--- src/rtl/weighted_random_table_select_macros.svh ---
`ifndef WEIGHTED_RANDOM_TABLE_SELECT_MACROS_SVH
`define WEIGHTED_RANDOM_TABLE_SELECT_MACROS_SVH

// The condition must hold in the same cycle as the trigger.
`define WRTS_ASSERT_SAME(label, trig, cond) \
  label: assert property (@(posedge clk) disable iff (!rst_n) (trig) |-> (cond)) \
    else $error("assertion failed: label");

// The condition must hold in the cycle after the trigger.
`define WRTS_ASSERT_NEXT(label, trig, cond) \
  label: assert property (@(posedge clk) disable iff (!rst_n) (trig) |=> (cond)) \
    else $error("assertion failed: label");

`endif

--- src/rtl/wrts_pkg.sv ---
package wrts_pkg;

  localparam int MAX_ENTRIES = 64;
  localparam int WEIGHT_BITS = 16;
  localparam int LEVEL_W     = 16;
  localparam int FRAC_W      = 16;
  localparam int FIELD_IDX_W = 6;
  localparam int CFG_W       = 7;
  localparam int IDX_W       = $clog2(MAX_ENTRIES);
  localparam int CNT_W       = $clog2(MAX_ENTRIES + 1);
  localparam int TOTAL_W     = WEIGHT_BITS + IDX_W;
  localparam int PROD_W      = FRAC_W + TOTAL_W;

  localparam logic KIND_WRITE  = 1'b0;
  localparam logic KIND_SELECT = 1'b1;

  typedef struct packed {
    logic                   kind;
    logic [FIELD_IDX_W-1:0] entry_index;
    logic [LEVEL_W-1:0]     entry_unlock;
    logic [15:0]            entry_weight;
    logic [LEVEL_W-1:0]     current_level;
    logic [FRAC_W-1:0]      random_fraction;
  } in_item_t;

  typedef struct packed {
    logic                   found;
    logic [FIELD_IDX_W-1:0] chosen_index;
  } out_item_t;

  typedef struct packed {
    logic [LEVEL_W-1:0]     unlock;
    logic [WEIGHT_BITS-1:0] weight;
  } entry_t;

  typedef enum logic [2:0] {
    S_IDLE,
    S_SUM,
    S_SCALE,
    S_SEARCH,
    S_FINISH
  } state_t;

  typedef struct packed {
    logic start;
    logic clr_walk;
    logic sum_en;
    logic search_en;
    logic mul;
    logic load_out;
  } cmd_t;

  typedef struct packed {
    logic walk_done;
    logic hit;
    logic total_zero;
    logic out_busy;
  } status_t;

endpackage

--- src/rtl/weighted_random_table_select.sv ---
// Weighted random selection over a table of up to 64 rows.
// Input channel (in_valid/in_ready/in_data): a write item loads one row
// (unlock level and weight); a select item brings a level and a 0.16 random
// fraction and picks a row with probability in proportion to its weight
// among rows below entries_in_use that are unlocked and have nonzero weight.
// Every item yields exactly one result item on out_valid/out_ready/out_data.
// cfg_we/cfg_wdata set entries_in_use; values above 64 saturate to 64.
// Items are handled one at a time. A write passes from acceptance through
// the finish state into the output register. A select sweeps the single
// read port of the row memory once to sum the eligible weights and once
// more to find the chosen row, with the scaling multiply between the sweeps;
// when no eligible weight is found, the second sweep is skipped.
// The result sits in an output register, so the next item is accepted while
// a finished result still waits; a stalled receiver only holds back the
// result after that. Reset clears entries_in_use and the handshake state;
// the row memory is not cleared and rows must be written before use.
`include "weighted_random_table_select_macros.svh"

module weighted_random_table_select (
  input  logic                        clk,
  input  logic                        rst_n,
  input  logic                        in_valid,
  output logic                        in_ready,
  input  wrts_pkg::in_item_t          in_data,
  output logic                        out_valid,
  input  logic                        out_ready,
  output wrts_pkg::out_item_t         out_data,
  input  logic                        cfg_we,
  input  logic [wrts_pkg::CFG_W-1:0]  cfg_wdata
);
  import wrts_pkg::*;

  cmd_t    cmd;
  status_t sts;

  wrts_ctrl u_ctrl (
    .clk      (clk),
    .rst_n    (rst_n),
    .in_valid (in_valid),
    .in_kind  (in_data.kind),
    .in_ready (in_ready),
    .sts      (sts),
    .cmd      (cmd)
  );

  wrts_dp u_dp (
    .clk       (clk),
    .rst_n     (rst_n),
    .in_data   (in_data),
    .cfg_we    (cfg_we),
    .cfg_wdata (cfg_wdata),
    .cmd       (cmd),
    .sts       (sts),
    .out_valid (out_valid),
    .out_ready (out_ready),
    .out_data  (out_data)
  );

  `WRTS_ASSERT_SAME(a_load_when_free, cmd.load_out, !sts.out_busy)
  `WRTS_ASSERT_NEXT(a_one_item_at_a_time, in_valid && in_ready, !in_ready)
  `WRTS_ASSERT_SAME(a_hit_needs_total, sts.hit, !sts.total_zero)
  `WRTS_ASSERT_NEXT(a_load_gives_valid, cmd.load_out, out_valid)

endmodule

--- src/rtl/wrts_ctrl.sv ---
module wrts_ctrl (
  input  logic             clk,
  input  logic             rst_n,
  input  logic             in_valid,
  input  logic             in_kind,
  output logic             in_ready,
  input  wrts_pkg::status_t sts,
  output wrts_pkg::cmd_t    cmd
);
  import wrts_pkg::*;

  state_t state_r, state_nxt;

  always_ff @(posedge clk) begin
    if (!rst_n) begin
      state_r <= S_IDLE;
    end else begin
      state_r <= state_nxt;
    end
  end

  always_comb begin
    state_nxt = state_r;
    unique case (state_r)
      S_IDLE: begin
        if (in_valid) begin
          state_nxt = (in_kind == KIND_SELECT) ? S_SUM : S_FINISH;
        end
      end
      S_SUM: begin
        if (sts.walk_done) state_nxt = S_SCALE;
      end
      S_SCALE: begin
        state_nxt = sts.total_zero ? S_FINISH : S_SEARCH;
      end
      S_SEARCH: begin
        if (sts.hit || sts.walk_done) state_nxt = S_FINISH;
      end
      S_FINISH: begin
        if (!sts.out_busy) state_nxt = S_IDLE;
      end
      default: state_nxt = S_IDLE;
    endcase
  end

  always_comb begin
    cmd      = '0;
    in_ready = 1'b0;
    unique case (state_r)
      S_IDLE: begin
        in_ready     = 1'b1;
        cmd.start    = in_valid;
        cmd.clr_walk = in_valid;
      end
      S_SUM:    cmd.sum_en = 1'b1;
      S_SCALE: begin
        cmd.mul      = 1'b1;
        cmd.clr_walk = 1'b1;
      end
      S_SEARCH: cmd.search_en = 1'b1;
      S_FINISH: cmd.load_out = !sts.out_busy;
      default: ;
    endcase
  end

endmodule

--- src/rtl/wrts_dp.sv ---
module wrts_dp (
  input  logic                        clk,
  input  logic                        rst_n,
  input  wrts_pkg::in_item_t          in_data,
  input  logic                        cfg_we,
  input  logic [wrts_pkg::CFG_W-1:0]  cfg_wdata,
  input  wrts_pkg::cmd_t              cmd,
  output wrts_pkg::status_t           sts,
  output logic                        out_valid,
  input  logic                        out_ready,
  output wrts_pkg::out_item_t         out_data
);
  import wrts_pkg::*;

  entry_t table_mem [MAX_ENTRIES];

  logic [CNT_W-1:0]   rows_r;
  logic [CNT_W-1:0]   cnt_r;
  logic               pend_r;
  entry_t             rdata_r;
  logic [IDX_W-1:0]   rrow_r;
  logic [LEVEL_W-1:0] level_r;
  logic [FRAC_W-1:0]  frac_r;
  logic [TOTAL_W-1:0] total_r;
  logic [TOTAL_W-1:0] running_r;
  logic [PROD_W-1:0]  prod_r;
  logic               res_found_r;
  logic [IDX_W-1:0]   res_idx_r;
  logic               out_valid_r;
  out_item_t          out_data_r;

  logic               issue;
  logic               elig;
  logic [TOTAL_W-1:0] wext;
  logic [TOTAL_W-1:0] run_sum;
  logic [TOTAL_W-1:0] scaled;
  logic               hit;
  logic               wr_en;

  assign issue   = (cmd.sum_en || cmd.search_en) && (cnt_r < rows_r);
  assign elig    = pend_r && (rdata_r.weight != '0) && (rdata_r.unlock <= level_r);
  assign wext    = TOTAL_W'(rdata_r.weight);
  assign run_sum = running_r + wext;
  // Fraction is 0.16 fixed point, so the integer part of the product is the target.
  assign scaled  = prod_r[PROD_W-1:FRAC_W];
  assign hit     = cmd.search_en && elig && (run_sum >= scaled);
  assign wr_en   = cmd.start && (in_data.kind == KIND_WRITE) &&
                   (32'(in_data.entry_index) < MAX_ENTRIES);

  always_ff @(posedge clk) begin
    if (wr_en) begin
      table_mem[IDX_W'(in_data.entry_index)] <= '{unlock: in_data.entry_unlock,
                                                  weight: WEIGHT_BITS'(in_data.entry_weight)};
    end
    if (issue) begin
      rdata_r <= table_mem[cnt_r[IDX_W-1:0]];
      rrow_r  <= cnt_r[IDX_W-1:0];
    end
  end

  always_ff @(posedge clk) begin
    if (!rst_n) begin
      rows_r <= '0;
    end else if (cfg_we) begin
      rows_r <= (32'(cfg_wdata) > MAX_ENTRIES) ? CNT_W'(MAX_ENTRIES) : CNT_W'(cfg_wdata);
    end
  end

  always_ff @(posedge clk) begin
    if (!rst_n) begin
      cnt_r  <= '0;
      pend_r <= 1'b0;
    end else if (cmd.clr_walk) begin
      cnt_r  <= '0;
      pend_r <= 1'b0;
    end else begin
      if (issue) cnt_r <= cnt_r + 1'b1;
      pend_r <= issue;
    end
  end

  always_ff @(posedge clk) begin
    if (cmd.start) begin
      level_r     <= in_data.current_level;
      frac_r      <= in_data.random_fraction;
      total_r     <= '0;
      res_found_r <= 1'b0;
      res_idx_r   <= '0;
    end else begin
      if (cmd.sum_en && elig) total_r <= total_r + wext;
      if (hit) begin
        res_found_r <= 1'b1;
        res_idx_r   <= rrow_r;
      end
    end
    if (cmd.clr_walk) begin
      running_r <= '0;
    end else if (cmd.search_en && elig) begin
      running_r <= run_sum;
    end
    if (cmd.mul) begin
      prod_r <= PROD_W'(frac_r) * PROD_W'(total_r);
    end
  end

  always_ff @(posedge clk) begin
    if (!rst_n) begin
      out_valid_r <= 1'b0;
    end else if (cmd.load_out) begin
      out_valid_r <= 1'b1;
    end else if (out_ready) begin
      out_valid_r <= 1'b0;
    end
  end

  always_ff @(posedge clk) begin
    if (cmd.load_out) begin
      out_data_r.found        <= res_found_r;
      out_data_r.chosen_index <= FIELD_IDX_W'(res_idx_r);
    end
  end

  assign sts.walk_done  = (cnt_r == rows_r) && !pend_r;
  assign sts.hit        = hit;
  assign sts.total_zero = (total_r == '0);
  assign sts.out_busy   = out_valid_r && !out_ready;

  assign out_valid = out_valid_r;
  assign out_data  = out_data_r;

endmodule

--- config.mk ---
export PLATFORM = sky130hd
export DESIGN_NAME = weighted_random_table_select
export DESIGN_NICKNAME = d
export VERILOG_FILES = /design/src/rtl/wrts_pkg.sv /design/src/rtl/weighted_random_table_select.sv /design/src/rtl/wrts_ctrl.sv /design/src/rtl/wrts_dp.sv
export VERILOG_INCLUDE_DIRS = /design/src /design/src/rtl
export SDC_FILE = /design/constraint.sdc
export NUM_CORES = 2
export LEC_CHECK = 0
export ABC_AREA = 1
export BUFFER_PORTS_ARGS = -buffer_cell sky130_fd_sc_hd__buf_2
export CAP_MARGIN = 20
export CORE_MARGIN = 2
export CORE_UTILIZATION = 35
export DETAILED_ROUTE_END_ITERATION = 8
export HOLD_SLACK_MARGIN = 0.05
export PLACE_DENSITY = 0.49
export SYNTH_ARGS = -nofsm -noshare
export SYNTH_HDL_FRONTEND = slang
export SYNTH_SLANG_ARGS = --single-unit
--- constraint.sdc ---
create_clock -name clk -period 10.5 [get_ports clk]
set_clock_uncertainty 0.05 [all_clocks]
set_input_delay 0 -clock clk [delete_from_list [all_inputs] [get_ports clk]]
set_output_delay 0 -clock clk [all_outputs]
set_load 0.02 [all_outputs]
Word level (Yosys, flattened, before mapping)
Memories as Yosys holds them, arrays and structs flattened. A register that Yosys moved wholly into a read port is not among the register bits.
Index checks and enable logic that the tools add are counted.
- $add $sub $neg: 3
- $mul: 1
- $lt $le $gt $ge: 4
- equal/unequal tests: 9
- mux-type cells: 19
- bitwise logic cells: 2
- reductions and logical operators: 20
- operators with widths (kind ; number):
    adder 22 x 16 -> 22 bit ; 2
    multiplier 16 x 22 -> 38 bit ; 1
    >= comparator 22 bit ; 1
    zero test 22 bit ; 1
    two-way mux 3 bit ; 6
    less-or-equal comparator 16 bit ; 1
    nonzero test 16 bit ; 1
    one-hot mux 3 bit (5 select lines) ; 1
    two-way mux 1 bit ; 10
    logical AND 1 bit ; 9
    adder 7 x 1 -> 7 bit, second input constant ; 1
    equality test 7 bit ; 1
    greater-than comparator 7 bit, second input constant ; 1
    < comparator 7 bit ; 1
    two-way mux 7 bit ; 1
    equality test 3 x 2 -> 1 bit, second input constant ; 2
    inequality test 2 x 1 -> 1 bit, second input constant ; 2
    inequality test 2 bit, second input constant ; 2
    AND reduction 4 bit ; 1
    equality test 3 x 1 -> 1 bit, second input constant ; 1
    equality test 3 bit, second input constant ; 1
    zero test 1 bit ; 3
    zero test 3 bit ; 1
    logical OR 1 bit ; 2
    other kinds (4) ; 5
- register bits: 153
- memory bits (writable): 2048
- input bits: 83
- output and inout port bits: 9
- word-level logic and storage cells: 74
- memories kept: 1
- memory list (memory ; words ; width ; read ports ; clocked after memory_dff ; write ports ; line ; text):
    u_dp.table_mem ; 64 ; 32 ; 1 ; 1 ; 1 ; wrts_dp.sv:15 ; entry_t table_mem [MAX_ENTRIES];

Depth between registers and ports, before layout
- depth in word-level cells: 8
- depth in mapped cells: 27

Modules after synthesis
A second synthesis with hierarchy kept.
- cell total of the unflattened synthesis: 8706
- area, all modules: 101253.4 sq um
- modules (own cells, without submodules) (module ; instances ; cells an instance ; area an instance (sq um) ; sequential area each (sq um)):
    wrts_dp ; 1 ; 8656 ; 100943.1 ; 65813.1
    wrts_ctrl ; 1 ; 50 ; 310.3 ; 60.1

Worst setup path after synthesis
No wires, ideal clock.
- path kind: register to register
- start: reg u_dp.total_r[18]
- end: reg u_dp.prod_r[34], data pin
- library setup time: 252 ps
- arrival time: 5438 ps
- required time: 10198 ps
- slack: 4759 ps
- stages on the path, launching flop included: 24
- path buffers: 2
- path through: dfxtp_1 clkbuf_1 buf_1 nand2_1 fa_1 inv_1 fa_1 inv_1 fa_1 inv_1 fa_1 fa_1 inv_1 fa_1 inv_1 ha_1 a21o_1 a21boi_0 a21boi_0 nor2_1 a211oi_1 nand2_1 nand2_1 nand2_1
- word-level cells in the longest chain between the ends: 1
- ends and longest elaborated chain (what ; line ; text):
    start: declaration ; wrts_dp.sv:24 ; logic [TOTAL_W-1:0] total_r;
    start signal: assignment ; wrts_dp.sv:90 ; if (cmd.sum_en && elig) total_r <= total_r + wext;
    multiplier 16 x 22 -> 38 bit ; wrts_dp.sv:102 ; prod_r <= PROD_W'(frac_r) * PROD_W'(total_r);
    end signal: assignment ; wrts_dp.sv:102 ;
    end: declaration ; wrts_dp.sv:26 ; logic [PROD_W-1:0] prod_r;
No other way between the ends.
A chain may end at the register's enable or synchronous reset.

Worst setup path after layout
- start: reg u_dp.frac_r[4]
- end: reg u_dp.prod_r[34], data pin
- word-level cells in the longest chain between the ends: 1
- ends and longest elaborated chain (what ; line ; text):
    start: declaration ; wrts_dp.sv:23 ; logic [FRAC_W-1:0] frac_r;
    start signal: assignment ; wrts_dp.sv:85 ; frac_r <= in_data.random_fraction;
    multiplier 16 x 22 -> 38 bit ; wrts_dp.sv:102 ;
No other way between the ends.

==> flow_summary.json <==
{
  "fin_cells": 12400,
  "met3_usage_pct": 2.56,
  "tightest_slew_ns": 1.17,
  "synth.ff_latch_count": 2217,
  "port_buffers": 91,
  "grt_max_degree": 206,
  "drt_iter0_drc": 6439,
  "setup_viol": 0,
  "grt_overflow_total": 0,
  "syn_inst": 8328,
  "layout_setup_ws_ns": 4.05,
  "synth_nets": 8875,
  "ir_worst_vdd_uv": 142,
  "start_kind": "flip-flop",
  "rsz0062_at_grt": "false",
  "clkSlewWorstSetupHoldPaths_ns": 0.07,
  "die-area_um2": 290000,
  "numPlacedInstances": 11800,
  "initial_core_util_pct": 35.1,
  "wl_um": 317000,
  "post_cts_resized": 0,
  "row_count": 196,
  "coreArea_um2": 284000,
  "status": "complete, no violations",
  "nNetsFinal": 9007,
  "antenna_found_initial": 17,
  "hold_buffers": 131,
  "clk_latency_ns": 0.94,
  "endpoint_kind": "flip-flop",
  "fp.dieW_um": 538,
  "clock.fmax_mhz": 155,
  "layout_commonest_cell": "edfxtp_1",
  "grt_util_met1_pct": 30.1,
  "ios": 92,
  "p_leak_uw": 0.0403,
  "chipHeight_um": 538,
  "dpl_worst_slack_ns": 4.12,
  "cts.sinks": 2217,
  "maxCapViolations": 0,
  "grtUsageMet2_pct": 34.6,
  "drc": 0,
  "grt_pass1_vias": 65900,
  "grt_pass1_wl_um": 458000,
  "syn_area_um2": 99900,
  "final.min_clock_period_ns": 6.45,
  "max-slew-margin-rel_pct": 22.3,
  "routed_via_density": 5.39,
  "required_ns": 11.07,
  "p_total_uw": 21400,
  "final_cell_mix": "edfxtp_1 (2147), nor2_1 (1201), o21ai_0 (1103), nand2_1 (891), inv_1 (602)",
  "hold_viol": 0,
  "finalCritPeriodShare_pct": 61.5,
  "synth-seq-area-share_pct": 65.9,
  "synth_warnings": 0,
  "post-cts-setup-buffers": 0,
  "avgSynthCellArea_um2": 12.0,
  "yosysUniqueCellTypes": 49,
  "worstPathMaxFanout": 22,
  "critPathKind": "flip-flop to flip-flop",
  "ctsHtreeMaxLevel": 4,
  "first_pass_iters": 8,
  "cts_buffers": 243,
  "power_density_nw_per_um2": 188,
  "cts_tree": "built",
  "fillCellCount": 27000,
  "hp-class": "input port to flip-flop",
  "busiest_layer": "met2",
  "routedWlPerCell_um": 25.5,
  "drv_slew": 0,
  "vias": 66900,
  "area_growth_pct": 13.7,
  "clockBufferDepth": 4,
  "dp_hpwl_um": 175000,
  "gp_congestion": 0.855,
  "layout-drive-gt1-share_pct": 8.00,
  "clock_tree.root_cell": "clkbuf_16",
  "arrival_ns": 7.02,
  "track_usage_pct": 21.4,
  "ant_nets": 0,
  "finalSetupTns_ns": 0
}
registers in the layout, indices dropped and copies added, names as in the netlist, 6 cells and up:
register	cells
u_dp.table_mem	2048
u_dp.rdata_r	32
u_dp.prod_r	22
u_dp.running_r	22
u_dp.total_r	22
u_dp.frac_r	16
u_dp.level_r	16
u_dp.cnt_r	7
u_dp.out_data	7
u_dp.rows_r	7
u_dp.res_idx_r	6
u_dp.rrow_r	6
synth_stat cells, drive strengths merged:
| master | number | area share [%] |
|---|---|---|
| edfxtp | 2147 | 65 |
| clkbuf | 311 | 1.2 |
| a21o | 7 | 0.053 |
| o211ai | 55 | 0.41 |
| or2 | 4 | 0.025 |
| xor2 | 37 | 0.32 |
| o32ai | 1 | 0.0088 |
| nand4 | 43 | 0.28 |
| ha | 185 | 2.3 |
| a211oi | 6 | 0.045 |
| o221ai | 203 | 1.8 |
| buf | 202 | 1.1 |
| nand2 | 893 | 3.4 |
| o22ai | 307 | 1.9 |
| nor3b | 1 | 0.0075 |
| nor3 | 13 | 0.070 |
| o21bai | 8 | 0.064 |
| o21a | 6 | 0.045 |
| inv | 611 | 2.3 |
| nor4 | 5 | 0.031 |
| o21ai | 1118 | 5.6 |
| nand3b | 3 | 0.023 |
| dfxtp | 70 | 1.4 |
| nor2 | 1272 | 4.8 |
| a21boi | 6 | 0.045 |
| xnor2 | 13 | 0.11 |
| a22oi | 1 | 0.0075 |
| o31ai | 1 | 0.0075 |
| o31a | 1 | 0.0088 |
| or4 | 1 | 0.0075 |
| a21oi | 200 | 1.0 |
| clkinv | 3 | 0.011 |
| nand3 | 311 | 1.6 |
| fa | 279 | 5.6 |
| a31oi | 4 | 0.025 |
power by group:
part	internal [µW]	switching [µW]	total (µW)	leakage (µW)
Combinational	875	2320	3200	0.0168
Sequential	9860	188	10000	0.0199
Clock	4640	3500	8140	0.00364
cell type report:
| class | count | area (µm²) | area share (%) |
|---|---|---|---|
| timing repair buffer | 400 | 3240 | 2.85 |
| antenna | 4 | 10.0 | 0.00881 |
| sequential | 2217 | 65900 | 58.0 |
| tap | 3762 | 4710 | 4.14 |
| inverter | 614 | 2340 | 2.06 |
| multi-input combinational | 4984 | 30000 | 26.4 |
| clock inverter | 138 | 1030 | 0.910 |
| clock buffer | 299 | 6420 | 5.65 |
per-stage QoR:
stage | area [µm²] | hold slack [ns] | utilization, %
after CTS | 114000 | 0.0565 | 39.9
after detailed placement | 105000 | 0.129 | 36.9
final | 114000 | 0.101 | 39.9
after floorplan | 99900 | 0.0435 | -
after global routing | 114000 | 0.116 | 39.9
after global placement | 105000 | 0.130 | 36.9
cell families after synthesis:
logic type / after synthesis / share of synthesized area [%]
AOI/OAI and AO/OA: 1924 / 11.0
xor gates and xnor gates: 50 / 0.438
adders and majority gates: 464 / 7.91
buffers and inverters: 1127 / 4.55
DFF: 2217 / 65.9
and+or+nand+nor: 2546 / 10.2
critical path, stage by stage (launching register included):
cell	delay, ns
edfxtp_1	0.97
nand2_1	0.18
fa_1	0.57
inv_1	0.05
fa_1	0.48
inv_1	0.06
fa_1	0.50
inv_1	0.06
fa_1	0.52
fa_1	0.53
inv_1	0.06
fa_1	0.48
inv_1	0.04
ha_1	0.34
a21o_1	0.22
a21boi_0	0.20
a21boi_0	0.37
nor2_1	0.07
a211oi_1	0.24
nand2_1	0.09
nand2_1	0.07
nand2_1	0.05
per-layer routing:
layer  vias up  wire length (µm)
met4         2              9340
met1     34200            140000
met2      2334            147000
met5         -                13
met3       429             20400
li1      30000                 -
final timing paths:
check                        start          endpoint  slack, ns  cells past startpoint
setup / recovery    u_dp.frac_r[4]   u_dp.prod_r[34]       4.05                     21
hold / removal               rst_n    u_dp.out_valid       0.10                      4
hold reg to reg   u_dp.res_found_r  u_dp.out_data[6]       0.38                      0
setup reg to reg    u_dp.frac_r[4]   u_dp.prod_r[34]       4.05                     21
Note: power is estimated with default switching activity, not from simulation.
